File: config.mk
export PLATFORM = sky130hd
export DESIGN_NAME = bspline_basis_evaluator_top
export DESIGN_NICKNAME = d
export VERILOG_FILES = /design/src/hdl/bsbe_pkg.sv /design/src/hdl/bspline_basis_evaluator_top.sv /design/src/hdl/bsbe_ram.sv /design/src/hdl/bsbe_div.sv
export SDC_FILE = /design/constraint.sdc
export NUM_CORES = 2
export LEC_CHECK = 0
export ABC_CLOCK_PERIOD_IN_PS = 7350
export BUFFER_PORTS_ARGS = -buffer_cell sky130_fd_sc_hd__buf_2
export CAP_MARGIN = 20
export CORE_ASPECT_RATIO = 1.2
export CORE_UTILIZATION = 51
export DETAILED_ROUTE_END_ITERATION = 16
export PLACE_DENSITY = 0.67
export SLEW_MARGIN = 20
export SYNTH_ARGS = -nofsm -noshare
export SYNTH_HDL_FRONTEND = slang
export SYNTH_SLANG_ARGS = --single-unit
File: constraint.sdc
create_clock -name clk -period 7.35 [get_ports clk]
set_clock_uncertainty 0.15 [all_clocks]
set_input_delay 0.735 -clock clk [delete_from_list [all_inputs] [get_ports clk]]
set_output_delay 0.735 -clock clk [all_outputs]
set_load 0.03 [all_outputs]
File: src/hdl/bsbe_pkg.sv
// ----------------------------------------------------------------------------
// bsbe_pkg
// Shared constants, codes and types of the B-spline basis evaluator.
// ----------------------------------------------------------------------------
package bsbe_pkg;

  localparam int MAX_KNOTS  = 16;
  localparam int MAX_DEGREE = 5;
  localparam int FRAC_BITS  = 16;

  localparam int IDX_W = $clog2(MAX_KNOTS);
  localparam int VAL_W = 24;
  localparam int Q_BITS = VAL_W - 1;

  localparam logic signed [VAL_W-1:0] VAL_MAX = {1'b0, {(VAL_W-1){1'b1}}};
  localparam logic signed [VAL_W-1:0] VAL_MIN = {1'b1, {(VAL_W-1){1'b0}}};
  localparam logic signed [VAL_W-1:0] ONE_VAL =
    ((1 << FRAC_BITS) > ((1 << (VAL_W - 1)) - 1)) ? VAL_MAX : VAL_W'(1 << FRAC_BITS);

  // Input item codes.
  localparam logic FUNC_LOAD = 1'b0;
  localparam logic FUNC_EVAL = 1'b1;

  // Configuration register indexes.
  localparam logic CFG_DEGREE = 1'b0;
  localparam logic CFG_KNOTS  = 1'b1;

  // One term request to the divider.
  typedef struct packed {
    logic                     start;
    logic signed [32:0]       num;
    logic signed [VAL_W-1:0]  coef;
    logic [31:0]              span;
  } div_req_t;

endpackage

File: src/hdl/bspline_basis_evaluator_top.sv
// A load writes one knot slot and leaves the block ready for the next item. An
// evaluation's pace is set by the bit-serial term divider, which works on one
// term at a time.
// One item at a time; a new item is taken once the last result is registered.
// Reset: synchronous rst sets degree 3 and 8 knots; the knot table is not
// cleared and must be loaded before use.
// ----------------------------------------------------------------------------
// bspline_basis_evaluator_top
// Cox-de Boor B-spline basis evaluator over a knot memory and a basis memory.
// ----------------------------------------------------------------------------
module bspline_basis_evaluator_top import bsbe_pkg::*; (
  input  logic                    clk,
  input  logic                    rst,
  input  logic                    cfg_we,
  input  logic                    cfg_index,
  input  logic [4:0]              cfg_data,
  input  logic                    in_valid,
  output logic                    in_stall,
  input  logic                    func,
  input  logic [3:0]              knot_slot,
  input  logic signed [31:0]      knot_value,
  input  logic signed [31:0]      x_value,
  output logic                    out_valid,
  input  logic                    out_stall,
  output logic [3:0]              basis_index,
  output logic signed [VAL_W-1:0] basis_value,
  output logic                    bad_setup,
  output logic                    last
);

  localparam logic [4:0] S_IDLE    = 5'd0;
  localparam logic [4:0] S_BAD     = 5'd1;
  localparam logic [4:0] S_T0      = 5'd2;
  localparam logic [4:0] S_TN      = 5'd3;
  localparam logic [4:0] S_TCHK    = 5'd4;
  localparam logic [4:0] S_SPN_RD  = 5'd5;
  localparam logic [4:0] S_SPN_WR  = 5'd6;
  localparam logic [4:0] S_R0      = 5'd7;
  localparam logic [4:0] S_R1      = 5'd8;
  localparam logic [4:0] S_R2      = 5'd9;
  localparam logic [4:0] S_R3      = 5'd10;
  localparam logic [4:0] S_R4      = 5'd11;
  localparam logic [4:0] S_LEFT    = 5'd12;
  localparam logic [4:0] S_LWAIT   = 5'd13;
  localparam logic [4:0] S_RIGHT   = 5'd14;
  localparam logic [4:0] S_RWAIT   = 5'd15;
  localparam logic [4:0] S_SUM     = 5'd16;
  localparam logic [4:0] S_ZERO    = 5'd17;
  localparam logic [4:0] S_OUT_RD  = 5'd18;
  localparam logic [4:0] S_OUT_LD  = 5'd19;

  logic [4:0] state;
  logic [2:0] spline_degree;
  logic [4:0] knots_in_use;

  logic [IDX_W-1:0] j;
  logic [2:0]       d;
  logic signed [31:0] x_reg, t0, tn, lo, ta, tb, tc, te;
  logic signed [VAL_W-1:0] bj, bj1, left, right;

  // Effective sizes.
  logic [2:0]       p_eff;
  logic [4:0]       n_eff;
  logic signed [6:0] k_s;
  logic [IDX_W-1:0] k_last, cnt_last, cnt_idx, span_last, n_last;

  always_comb begin
    p_eff = (spline_degree == 3'd0) ? 3'd1 :
            (spline_degree > 3'(MAX_DEGREE)) ? 3'(MAX_DEGREE) : spline_degree;
    n_eff = (knots_in_use > 5'(MAX_KNOTS)) ? 5'(MAX_KNOTS) : knots_in_use;
    k_s   = $signed({2'b00, n_eff}) - $signed({4'b0000, p_eff}) - 7'sd1;
    k_last    = IDX_W'(k_s - 7'sd1);
    cnt_idx   = IDX_W'(n_eff - 5'd1 - {2'b00, d});
    cnt_last  = cnt_idx - IDX_W'(1);
    span_last = IDX_W'(n_eff - 5'd2);
    n_last    = IDX_W'(n_eff - 5'd1);
  end

  // Handshakes.
  logic in_xfer, out_free;
  assign in_stall = (state != S_IDLE);
  assign in_xfer  = in_valid && !in_stall;
  assign out_free = !out_valid || !out_stall;

  // Configuration registers.
  always_ff @(posedge clk) begin
    if (rst) begin
      spline_degree <= 3'd3;
      knots_in_use  <= 5'd8;
    end else if (cfg_we) begin
      unique case (cfg_index)
        CFG_DEGREE: spline_degree <= cfg_data[2:0];
        CFG_KNOTS:  knots_in_use  <= cfg_data;
        default: ;
      endcase
    end
  end

  // Knot memory.
  logic [IDX_W-1:0] k_raddr;
  logic [31:0]      k_rdata;

  bsbe_ram #(.DEPTH(MAX_KNOTS), .WIDTH(32)) u_knot_ram (
    .clk   (clk),
    .we    (in_xfer && (func == FUNC_LOAD)),
    .waddr (knot_slot),
    .wdata (knot_value),
    .raddr (k_raddr),
    .rdata (k_rdata)
  );

  // Basis value memory.
  logic             b_we;
  logic [IDX_W-1:0] b_waddr, b_raddr;
  logic [VAL_W-1:0] b_wdata, b_rdata;

  bsbe_ram #(.DEPTH(MAX_KNOTS), .WIDTH(VAL_W)) u_basis_ram (
    .clk   (clk),
    .we    (b_we),
    .waddr (b_waddr),
    .wdata (b_wdata),
    .raddr (b_raddr),
    .rdata (b_rdata)
  );

  // Term unit.
  div_req_t                req;
  logic                    div_done;
  logic signed [VAL_W-1:0] div_quot;

  bsbe_div u_div (
    .clk  (clk),
    .rst  (rst),
    .req  (req),
    .done (div_done),
    .quot (div_quot)
  );

  // Term operands and span tests.
  logic signed [32:0] num_l, span_l, num_r, span_r;
  logic               use_l, use_r;
  logic signed [VAL_W:0] sum_w;
  logic signed [VAL_W-1:0] sum_sat;
  logic below, above, hit, flag;

  always_comb begin
    num_l  = {x_reg[31], x_reg} - {ta[31], ta};
    span_l = {tb[31], tb} - {ta[31], ta};
    num_r  = {te[31], te} - {x_reg[31], x_reg};
    span_r = {te[31], te} - {tc[31], tc};
    use_l  = !span_l[32] && (span_l != '0) && (bj != '0);
    use_r  = !span_r[32] && (span_r != '0) && (bj1 != '0);

    sum_w   = {left[VAL_W-1], left} + {right[VAL_W-1], right};
    sum_sat = (sum_w > $signed({1'b0, VAL_MAX})) ? VAL_MAX :
              (sum_w < $signed({1'b1, VAL_MIN})) ? VAL_MIN : sum_w[VAL_W-1:0];

    below = (x_reg < t0);
    above = (x_reg > tn);
    hit   = (x_reg >= lo) &&
            ((x_reg < $signed(k_rdata)) || ((j == span_last) && (x_reg <= $signed(k_rdata))));
    flag  = below ? (j == '0) : above ? (j == k_last) : hit;
  end

  // Memory addresses, writes and divider requests.
  always_comb begin
    k_raddr = j;
    b_raddr = j;
    b_we    = 1'b0;
    b_waddr = j;
    b_wdata = '0;
    req     = '0;
    case (state)
      S_T0:     k_raddr = '0;
      S_TN:     k_raddr = n_last;
      S_SPN_RD: k_raddr = j + IDX_W'(1);
      S_SPN_WR: begin
        b_we    = 1'b1;
        b_wdata = flag ? ONE_VAL : '0;
      end
      S_R1: begin
        k_raddr = j + IDX_W'(d);
        b_raddr = j + IDX_W'(1);
      end
      S_R2:     k_raddr = j + IDX_W'(1);
      S_R3:     k_raddr = j + IDX_W'(d) + IDX_W'(1);
      S_LEFT: begin
        req.start = use_l;
        req.num   = num_l;
        req.coef  = bj;
        req.span  = span_l[31:0];
      end
      S_RIGHT: begin
        req.start = use_r;
        req.num   = num_r;
        req.coef  = bj1;
        req.span  = span_r[31:0];
      end
      S_SUM: begin
        b_we    = 1'b1;
        b_wdata = sum_sat;
      end
      S_ZERO: begin
        b_we    = 1'b1;
        b_waddr = cnt_idx;
      end
      default: ;
    endcase
  end

  // Sequencer.
  always_ff @(posedge clk) begin
    if (rst) begin
      state <= S_IDLE;
    end else begin
      unique case (state)
        S_IDLE: begin
          if (in_xfer && (func == FUNC_EVAL)) begin
            state <= (k_s > 7'sd0) ? S_T0 : S_BAD;
          end
        end
        S_BAD:    if (out_free) state <= S_IDLE;
        S_T0:     state <= S_TN;
        S_TN:     state <= S_TCHK;
        S_TCHK:   state <= S_SPN_RD;
        S_SPN_RD: state <= S_SPN_WR;
        S_SPN_WR: state <= (j == span_last) ? S_R0 : S_SPN_RD;
        S_R0:     state <= S_R1;
        S_R1:     state <= S_R2;
        S_R2:     state <= S_R3;
        S_R3:     state <= S_R4;
        S_R4:     state <= S_LEFT;
        S_LEFT:   state <= use_l ? S_LWAIT : S_RIGHT;
        S_LWAIT:  if (div_done) state <= S_RIGHT;
        S_RIGHT:  state <= use_r ? S_RWAIT : S_SUM;
        S_RWAIT:  if (div_done) state <= S_SUM;
        S_SUM:    state <= (j == cnt_last) ? S_ZERO : S_R0;
        S_ZERO:   state <= (d == p_eff) ? S_OUT_RD : S_R0;
        S_OUT_RD: state <= S_OUT_LD;
        S_OUT_LD: begin
          if (out_free) state <= (j == k_last) ? S_IDLE : S_OUT_RD;
        end
        default:  state <= S_IDLE;
      endcase
    end
  end

  // Working registers.
  always_ff @(posedge clk) begin
    case (state)
      S_IDLE: begin
        x_reg <= x_value;
        j     <= '0;
        d     <= 3'd1;
      end
      S_TN: begin
        t0 <= k_rdata;
        lo <= k_rdata;
      end
      S_TCHK: tn <= k_rdata;
      S_SPN_WR: begin
        lo <= k_rdata;
        j  <= (j == span_last) ? '0 : j + IDX_W'(1);
      end
      S_R1: begin
        ta <= k_rdata;
        bj <= b_rdata;
      end
      S_R2: begin
        tb  <= k_rdata;
        bj1 <= b_rdata;
      end
      S_R3: tc <= k_rdata;
      S_R4: te <= k_rdata;
      S_LEFT: left <= '0;
      S_LWAIT: if (div_done) left <= div_quot;
      S_RIGHT: right <= '0;
      S_RWAIT: if (div_done) right <= div_quot;
      S_SUM: j <= (j == cnt_last) ? j : j + IDX_W'(1);
      S_ZERO: begin
        j <= '0;
        d <= d + 3'd1;
      end
      S_OUT_LD: if (out_free) j <= j + IDX_W'(1);
      default: ;
    endcase
  end

  // Output register; a result waits here until its transfer.
  always_ff @(posedge clk) begin
    if (rst) begin
      out_valid <= 1'b0;
    end else if ((state == S_BAD || state == S_OUT_LD) && out_free) begin
      out_valid <= 1'b1;
    end else if (!out_stall) begin
      out_valid <= 1'b0;
    end
  end

  always_ff @(posedge clk) begin
    if (state == S_BAD && out_free) begin
      basis_index <= '0;
      basis_value <= '0;
      bad_setup   <= 1'b1;
      last        <= 1'b1;
    end else if (state == S_OUT_LD && out_free) begin
      basis_index <= j;
      basis_value <= b_rdata;
      bad_setup   <= 1'b0;
      last        <= (j == k_last);
    end
  end

endmodule

File: src/hdl/bsbe_ram.sv
// ----------------------------------------------------------------------------
// bsbe_ram
// Simple dual-port synchronous RAM: one write port, one registered read port.
// ----------------------------------------------------------------------------
module bsbe_ram #(
  parameter int DEPTH = 16,
  parameter int WIDTH = 32
) (
  input  logic                     clk,
  input  logic                     we,
  input  logic [$clog2(DEPTH)-1:0] waddr,
  input  logic [WIDTH-1:0]         wdata,
  input  logic [$clog2(DEPTH)-1:0] raddr,
  output logic [WIDTH-1:0]         rdata
);

  logic [WIDTH-1:0] mem [DEPTH];

  // Write port.
  always_ff @(posedge clk) begin
    if (we) begin
      mem[waddr] <= wdata;
    end
  end

  // Registered read port.
  always_ff @(posedge clk) begin
    rdata <= mem[raddr];
  end

endmodule

File: src/hdl/bsbe_div.sv
// ----------------------------------------------------------------------------
// bsbe_div
// Term unit: multiplies a numerator by a basis value, then divides the
// product by a positive span one quotient bit a cycle, saturating to Q7.16.
// ----------------------------------------------------------------------------
module bsbe_div import bsbe_pkg::*; (
  input  logic                    clk,
  input  logic                    rst,
  input  div_req_t                req,
  output logic                    done,
  output logic signed [VAL_W-1:0] quot
);

  localparam logic [2:0] DV_IDLE = 3'd0;
  localparam logic [2:0] DV_MUL  = 3'd1;
  localparam logic [2:0] DV_ABS  = 3'd2;
  localparam logic [2:0] DV_CHK  = 3'd3;
  localparam logic [2:0] DV_ITER = 3'd4;
  localparam logic [2:0] DV_FIN  = 3'd5;

  logic [2:0]              state;
  logic signed [32:0]      num_r;
  logic signed [VAL_W-1:0] coef_r;
  logic [31:0]             span_r;
  logic signed [56:0]      prod;
  logic                    neg;
  logic [55:0]             mag;
  logic [31:0]             rem;
  logic [Q_BITS-1:0]       low;
  logic [Q_BITS-1:0]       q;
  logic [4:0]              cnt;

  logic [56:0] prod_abs;
  logic [32:0] trial;
  logic        ge;

  // Magnitude of the product and one restoring step.
  always_comb begin
    prod_abs = prod[56] ? 57'(-prod) : prod;
    trial    = {rem, low[Q_BITS-1]};
    ge       = (trial >= {1'b0, span_r});
  end

  // Control.
  always_ff @(posedge clk) begin
    if (rst) begin
      state <= DV_IDLE;
      done  <= 1'b0;
    end else begin
      done <= 1'b0;
      unique case (state)
        DV_IDLE: if (req.start) state <= DV_MUL;
        DV_MUL:  state <= DV_ABS;
        DV_ABS:  state <= DV_CHK;
        DV_CHK: begin
          if (mag >= {1'b0, span_r, {Q_BITS{1'b0}}}) begin
            done  <= 1'b1;
            state <= DV_IDLE;
          end else begin
            state <= DV_ITER;
          end
        end
        DV_ITER: if (cnt == 5'd1) state <= DV_FIN;
        DV_FIN: begin
          done  <= 1'b1;
          state <= DV_IDLE;
        end
        default: state <= DV_IDLE;
      endcase
    end
  end

  // Datapath.
  always_ff @(posedge clk) begin
    case (state)
      DV_IDLE: begin
        num_r  <= req.num;
        coef_r <= req.coef;
        span_r <= req.span;
        q      <= '0;
      end
      DV_MUL: prod <= num_r * coef_r;
      DV_ABS: begin
        neg <= prod[56];
        mag <= prod_abs[55:0];
      end
      DV_CHK: begin
        quot <= neg ? VAL_MIN : VAL_MAX;
        rem  <= mag[54:Q_BITS];
        low  <= mag[Q_BITS-1:0];
        cnt  <= 5'(Q_BITS);
      end
      DV_ITER: begin
        rem <= ge ? 32'(trial - {1'b0, span_r}) : trial[31:0];
        q   <= {q[Q_BITS-2:0], ge};
        low <= {low[Q_BITS-2:0], 1'b0};
        cnt <= cnt - 5'd1;
      end
      DV_FIN: quot <= neg ? -{1'b0, q} : {1'b0, q};
      default: ;
    endcase
  end

endmodule

======== Word level (Yosys, flattened, before mapping) ========
Memories as Yosys holds them, arrays and structs flattened. A register that Yosys moved wholly into a read port is not among the register bits.
Cells that the tools add are included.
word-level totals
  register bits ........................... 717
  bits in writable memories ............... 896
  bits of input ports ..................... 80
  output and inout bits ................... 32
  word-level logic and storage cells ...... 213
  memories ................................ 2
cells by class
  add/subtract/negate cells ............... 20
  multipliers ............................. 1
  magnitude comparators ................... 12
  equality and inequality tests ........... 38
  mux-type cells .......................... 56
  bitwise gates (word level) .............. 2
  reduce and logical (&&, ||, !) cells .... 47
memories
  memory           depth  width  rd ports  clocked after memory_dff  write ports  line            text
  u_knot_ram.mem   16     32     1         1                         1            bsbe_ram.sv:17  logic [WIDTH-1:0] mem [DEPTH];
  u_basis_ram.mem  16     24     1         1                         1            bsbe_ram.sv:17
operators with widths
  operator                number
  $pmux W24 S2            4
  $pmux W90 S2            1
  $sub A32 B32 Y33        4
  $mux W24                5
  $pmux W5 S20            1
  $pmux W23 S2            2
  $reduce_bool A33 Y1     2
  $lt A32 B32 Y1          2
  $pmux W32 S2            1
  $mul A33 B24 Y57        1
  $ge A56 B55 Y1          1
  $mux W56                1
  $neg A56 Y56            1
  $mux W5                 10
  $reduce_bool A24 Y1     2
  $eq A5 B4 Y1 const B    8
  $ge A33 B32 Y1          1
  $ge A32 B32 Y1          1
  $gt A32 B32 Y1          1
  $le A32 B32 Y1          1
  $mux W32                1
  $sub A32 B32 Y32        1
  $add A24 B24 Y25        1
  $gt A25 B24 Y1 const B  1
  other kinds (51)        122

======== Depth between registers and ports, before layout ========
  depth in word-level cells ............... 11
  depth in mapped cells ................... 28

======== Hierarchy ========
From an unflattened synthesis, not the netlist that was laid out.
second synthesis, totals
  cell total of the unflattened synthesis .. 8415
  area, all modules ....................... 104370.1 um^2
by module, submodules not included
  module                       times used  cells each  area an instance (um^2)  sequential area each (um^2)
  bsbe_div                     1           4223        42587.1                  9389.0
  bspline_basis_evaluator_top  1           2718        27017.2                  11661.2
  bsbe_ram at u_knot_ram       1           838         19835.3                  16015.4
  bsbe_ram at u_basis_ram      1           636         14930.6                  12011.5

======== Worst setup path after synthesis ========
OpenSTA, ideal clock, no wires.
  path kind ............................... flip-flop to flip-flop
  start point ............................. reg u_div.coef_r[23]
  end point ............................... reg u_div.prod[56] (data pin)
  library setup time ...................... 0.260 ns
  data arrival time ....................... 7.048 ns
  required time ........................... 6.940 ns
  setup slack ............................. -0.108 ns
  cell stages (with the launch flop) ...... 25
  path buffers ............................ 2
  cell sequence ........................... edfxtp_1 clkinv_1 clkbuf_1 nor2_1 fa_1 fa_1 fa_1 fa_1 fa_1 fa_1 inv_1 fa_1 inv_1 ha_1 clkbuf_1 a211oi_1 o21ai_0 a221oi_1 or4bb_1 a41oi_1 a211oi_1 o21bai_1 nand3_1 a21oi_1 xnor2_1
on the way
  longest elaborated chain between the ends .. 1
RTL lines
  what                    line            text
  from (decl)             bsbe_div.sv:23  logic signed [VAL_W-1:0] coef_r;
  from (signal assigned)  bsbe_div.sv:78  coef_r <= req.coef;
  $mul A33 B24 Y57        bsbe_div.sv:82  DV_MUL: prod <= num_r * coef_r;
  to (signal assigned)    bsbe_div.sv:82
  to (decl)               bsbe_div.sv:25  logic signed [56:0] prod;
Every way passes these cells.
A chain may end at the register's enable or synchronous reset.

======== Final worst setup path ========
  start point ............................. reg u_div.num_r[26]
  end point ............................... reg u_div.prod[55] (data pin)
on the way
  longest elaborated chain between the ends .. 1
RTL lines
  what                    line            text
  from (decl)             bsbe_div.sv:22  logic signed [32:0] num_r;
  from (signal assigned)  bsbe_div.sv:77  num_r <= req.num;
  $mul A33 B24 Y57        bsbe_div.sv:82
Every way passes these cells.

==> qor.yml <==
place:
  place.gp.congestion: 0.9437
  post-place-ws_ps: -509.6
  dpl.cell_count: 11733
  portBuffers: 111
  hpwl_um: 197400
worst_setup_path:
  cp.arrival_ps: 7750
  critPathLaunchType: "flip-flop"
  critPathCaptureType: "flip-flop"
  crit_fanout: 6
  crit_type: "flip-flop to flip-flop"
  worst-endpoint-required_ps: 7750
yosys:
  ys_warn_count: 0
  syn_avg_cell_area_sq_um: 11.79
  synth_fp_nets: 10329
  synth_edf_count: 1565
  ys_ff_latch: 1669
  synth_cells: 8917
  ys.flop_type: "edfxtp_1"
  synth_area_sq_um: 105200
  synthDistinctLibCells: 90
  async_flop_share: 0
  seq_area_frac_synth: 0.4667
sta:
  hold_viol_final: 0
  maxSlewViolCount: 0
  tightest_slew_ps: 1098
  rsz0062_at_grt: "true"
  hold_slack_ps: 54.92
  fmax_mhz: 136.1
  maxSlewHeadroom: 0.2671
  post-route-period-util: 0.9995
  finalSetupViolCount: 0
  min_period_ps: 7346
  fin_ws_ps: 3.782
route:
  drtIter0Drc: 5627
  wl_per_cell_um: 23.01
  antenna_left: 0
  firstDrtPassIters: 6
  vias: 70917
  vias_per_cell: 5.842
  drc_errors: 0
  routed_wirelength_um: 279300
finish:
  fin_util: 0.5827
  fin_cells: 12140
  layout-drive-gt1-share: 0.1347
  final_common_cell: "edfxtp_1"
  largest_register: "u_knot_ram.mem"
  top_regs: "u_knot_ram.mem: 512 flops, u_basis_ram.mem: 384 flops, u_div.prod: 57 flops"
  nets: 10732
  area_delta_synth_final_pct: 13.57
  largest_reg_flops: 512
  layout_common_cells: "edfxtp_1, inv_1, nand2_1"
global_route:
  grt_pass1_wl_um: 429800
  grt_max_degree: 150
  track_usage: 0.2713
  grt_pass1_vias: 73605
  overflow: 0
  antenna_found_initial: 27
status:
  outcome: "finished, final reports clean"
power:
  power_frac_comb: 0.221
  p_leak_nw: 49.04
  p_seq_frac: 0.450
  intPower_mw: 18.15
  p_per_area_nw_per_um2: 222.7
  swShare: 0.3175
  pwr-share-clk: 0.329
  power_switching_mw: 8.442
  vdd_ir_drop_max_mv: 0.2938
clocking:
  cts.clk_slew.worst_paths_ps: 60
  clk_latency_ps: 860
  htreeDepth: 4
  numClockSinks: 1669
  numCtsBuffers: 166
  cts_tree: "done"
  cts_root_buffer: "clkbuf_16"
  clk_path_buf_depth: 3
floorplan:
  start_util: 0.5131
  die_w_um: 416.5
  ios: 112
  dieArea_sq_um: 208000
  rows: 182
  core_sq_um: 204900
  die_h_um: 499.4
hold_path:
  hold_path_class: "input port to flip-flop"
flow_run:
  drv_cap: 0
==> kinds of logic after synthesis <==
logic type	after synthesis	synth area share
AOI/OAI and AO/OA	1514	0.09485
xor gates and xnor gates	294	0.02449
adders and majority gates	1332	0.2166
buffers and inverters	1526	0.05454
DFF	1669	0.4667
muxes	161	0.02965
and+or+nand+nor	2421	0.1132
==> critical path, stage by stage, from the launching register on <==
cell	delay, ps
edfxtp_1	460
buf_12	190
and2_1	180
fa_1	540
inv_1	50
fa_1	560
fa_1	460
fa_1	510
inv_1	50
fa_1	520
fa_1	550
inv_1	60
fa_1	560
inv_2	80
ha_4	280
nand4_1	230
nor2_4	190
nand2_2	60
a21oi_2	110
o21a_4	160
o31ai_4	100
o31a_1	330
o31a_1	300
o21bai_1	180
a21oi_2	90
xnor2_1	120
==> final timing paths <==
path,startpoint,to,slack [ps],depth (start not counted)
max,u_div.num_r[26]$_DFFE_PP_,u_div.prod[55]$_DFFE_PP_,4,25
min,cfg_data[3],knots_in_use[3]$_SDFFE_PP1P_,50,3
min reg2reg,bad_setup$_SDFFE_PP1P_,bad_setup$_SDFFE_PP1P_,300,1
max reg2reg,u_div.num_r[26]$_DFFE_PP_,u_div.prod[55]$_DFFE_PP_,4,25
==> synthesized netlist by cell type, types with 54 or more instances <==
| cell | number | area, sq um |
|---|---|---|
| edfxtp_1 | 1565 | 47000 |
| inv_1 | 1148 | 4309 |
| nand2_1 | 1021 | 3832 |
| fa_1 | 814 | 16300 |
| and2_1 | 568 | 3553 |
| ha_1 | 518 | 6481 |
| a21oi_1 | 383 | 1917 |
| clkbuf_1 | 356 | 1336 |
| nor2_1 | 266 | 998.5 |
| o21ai_0 | 233 | 1166 |
| xnor2_1 | 204 | 1787 |
| a211oi_1 | 195 | 1464 |
| a21o_1 | 146 | 1096 |
| mux4_2 | 120 | 2703 |
| dfxtp_1 | 104 | 2082 |
| a31oi_1 | 98 | 613.1 |
| xor2_1 | 90 | 788.3 |
| nand3_1 | 82 | 410.4 |
| nor3_1 | 79 | 395.4 |
| nand4_1 | 68 | 425.4 |
| a311oi_1 | 65 | 569.3 |
| o22ai_1 | 64 | 400.4 |
| nand2b_1 | 54 | 337.8 |
==> timing repair <==
action	in CTS	in global routing
pin swaps	100	130
gates resized for setup	107	174
hold buffers	30	0
buffers inserted	35	23
gates cloned	0	3
endpoints found under the hold margin	31	0
setup endpoints to repair	21	23
==> per-stage QoR <==
step / instance area, sq um / power (mW) / TNS, ps
final: 119400 / 26.59 / 0
after global placement: 111800 / 17.74 / -4060
after global routing: 119400 / 27.67 / -1091
after floorplan: 105200 / 15.74 / -8.979
after detailed placement: 111800 / 17.97 / -4247
after CTS: 118600 / 26.68 / -25.94
==> power groups by stage <==
stage / combinational [mW] / clock (mW) / sequential, mW
5_1_grt: 6.50 / 9.19 / 12.0
6_report: 5.88 / 8.74 / 12.0
3_3_place_gp: 5.61 / 0 / 12.1
2_1_floorplan: 4.29 / 0 / 11.4
4_1_cts: 5.88 / 8.86 / 11.9
3_5_place_dp: 5.82 / 0 / 12.1
==> final cells by class <==
| cell class | instances | area [sq um] |
|---|---|---|
| tap | 2668 | 3338 |
| multi-input combinational | 5722 | 51570 |
| sequential | 1669 | 49080 |
| fill | 16401 | 85520 |
| clock inverter | 104 | 1212 |
| timing repair buffer | 611 | 5391 |
| clock buffer | 208 | 4488 |
| inverter | 1150 | 4325 |
| antenna | 8 | 20.02 |
==> routing by layer <==
metal / up-vias / GRT usage / wire length [um]
met5: - / 0 / 120
met4: 20 / 0.1292 / 14450
met3: 684 / 0.03776 / 17540
met2: 2507 / 0.4687 / 140300
met1: 35915 / 0.3356 / 106900
li1: 31791 / - / -
(Power assumes the default switching activity.)
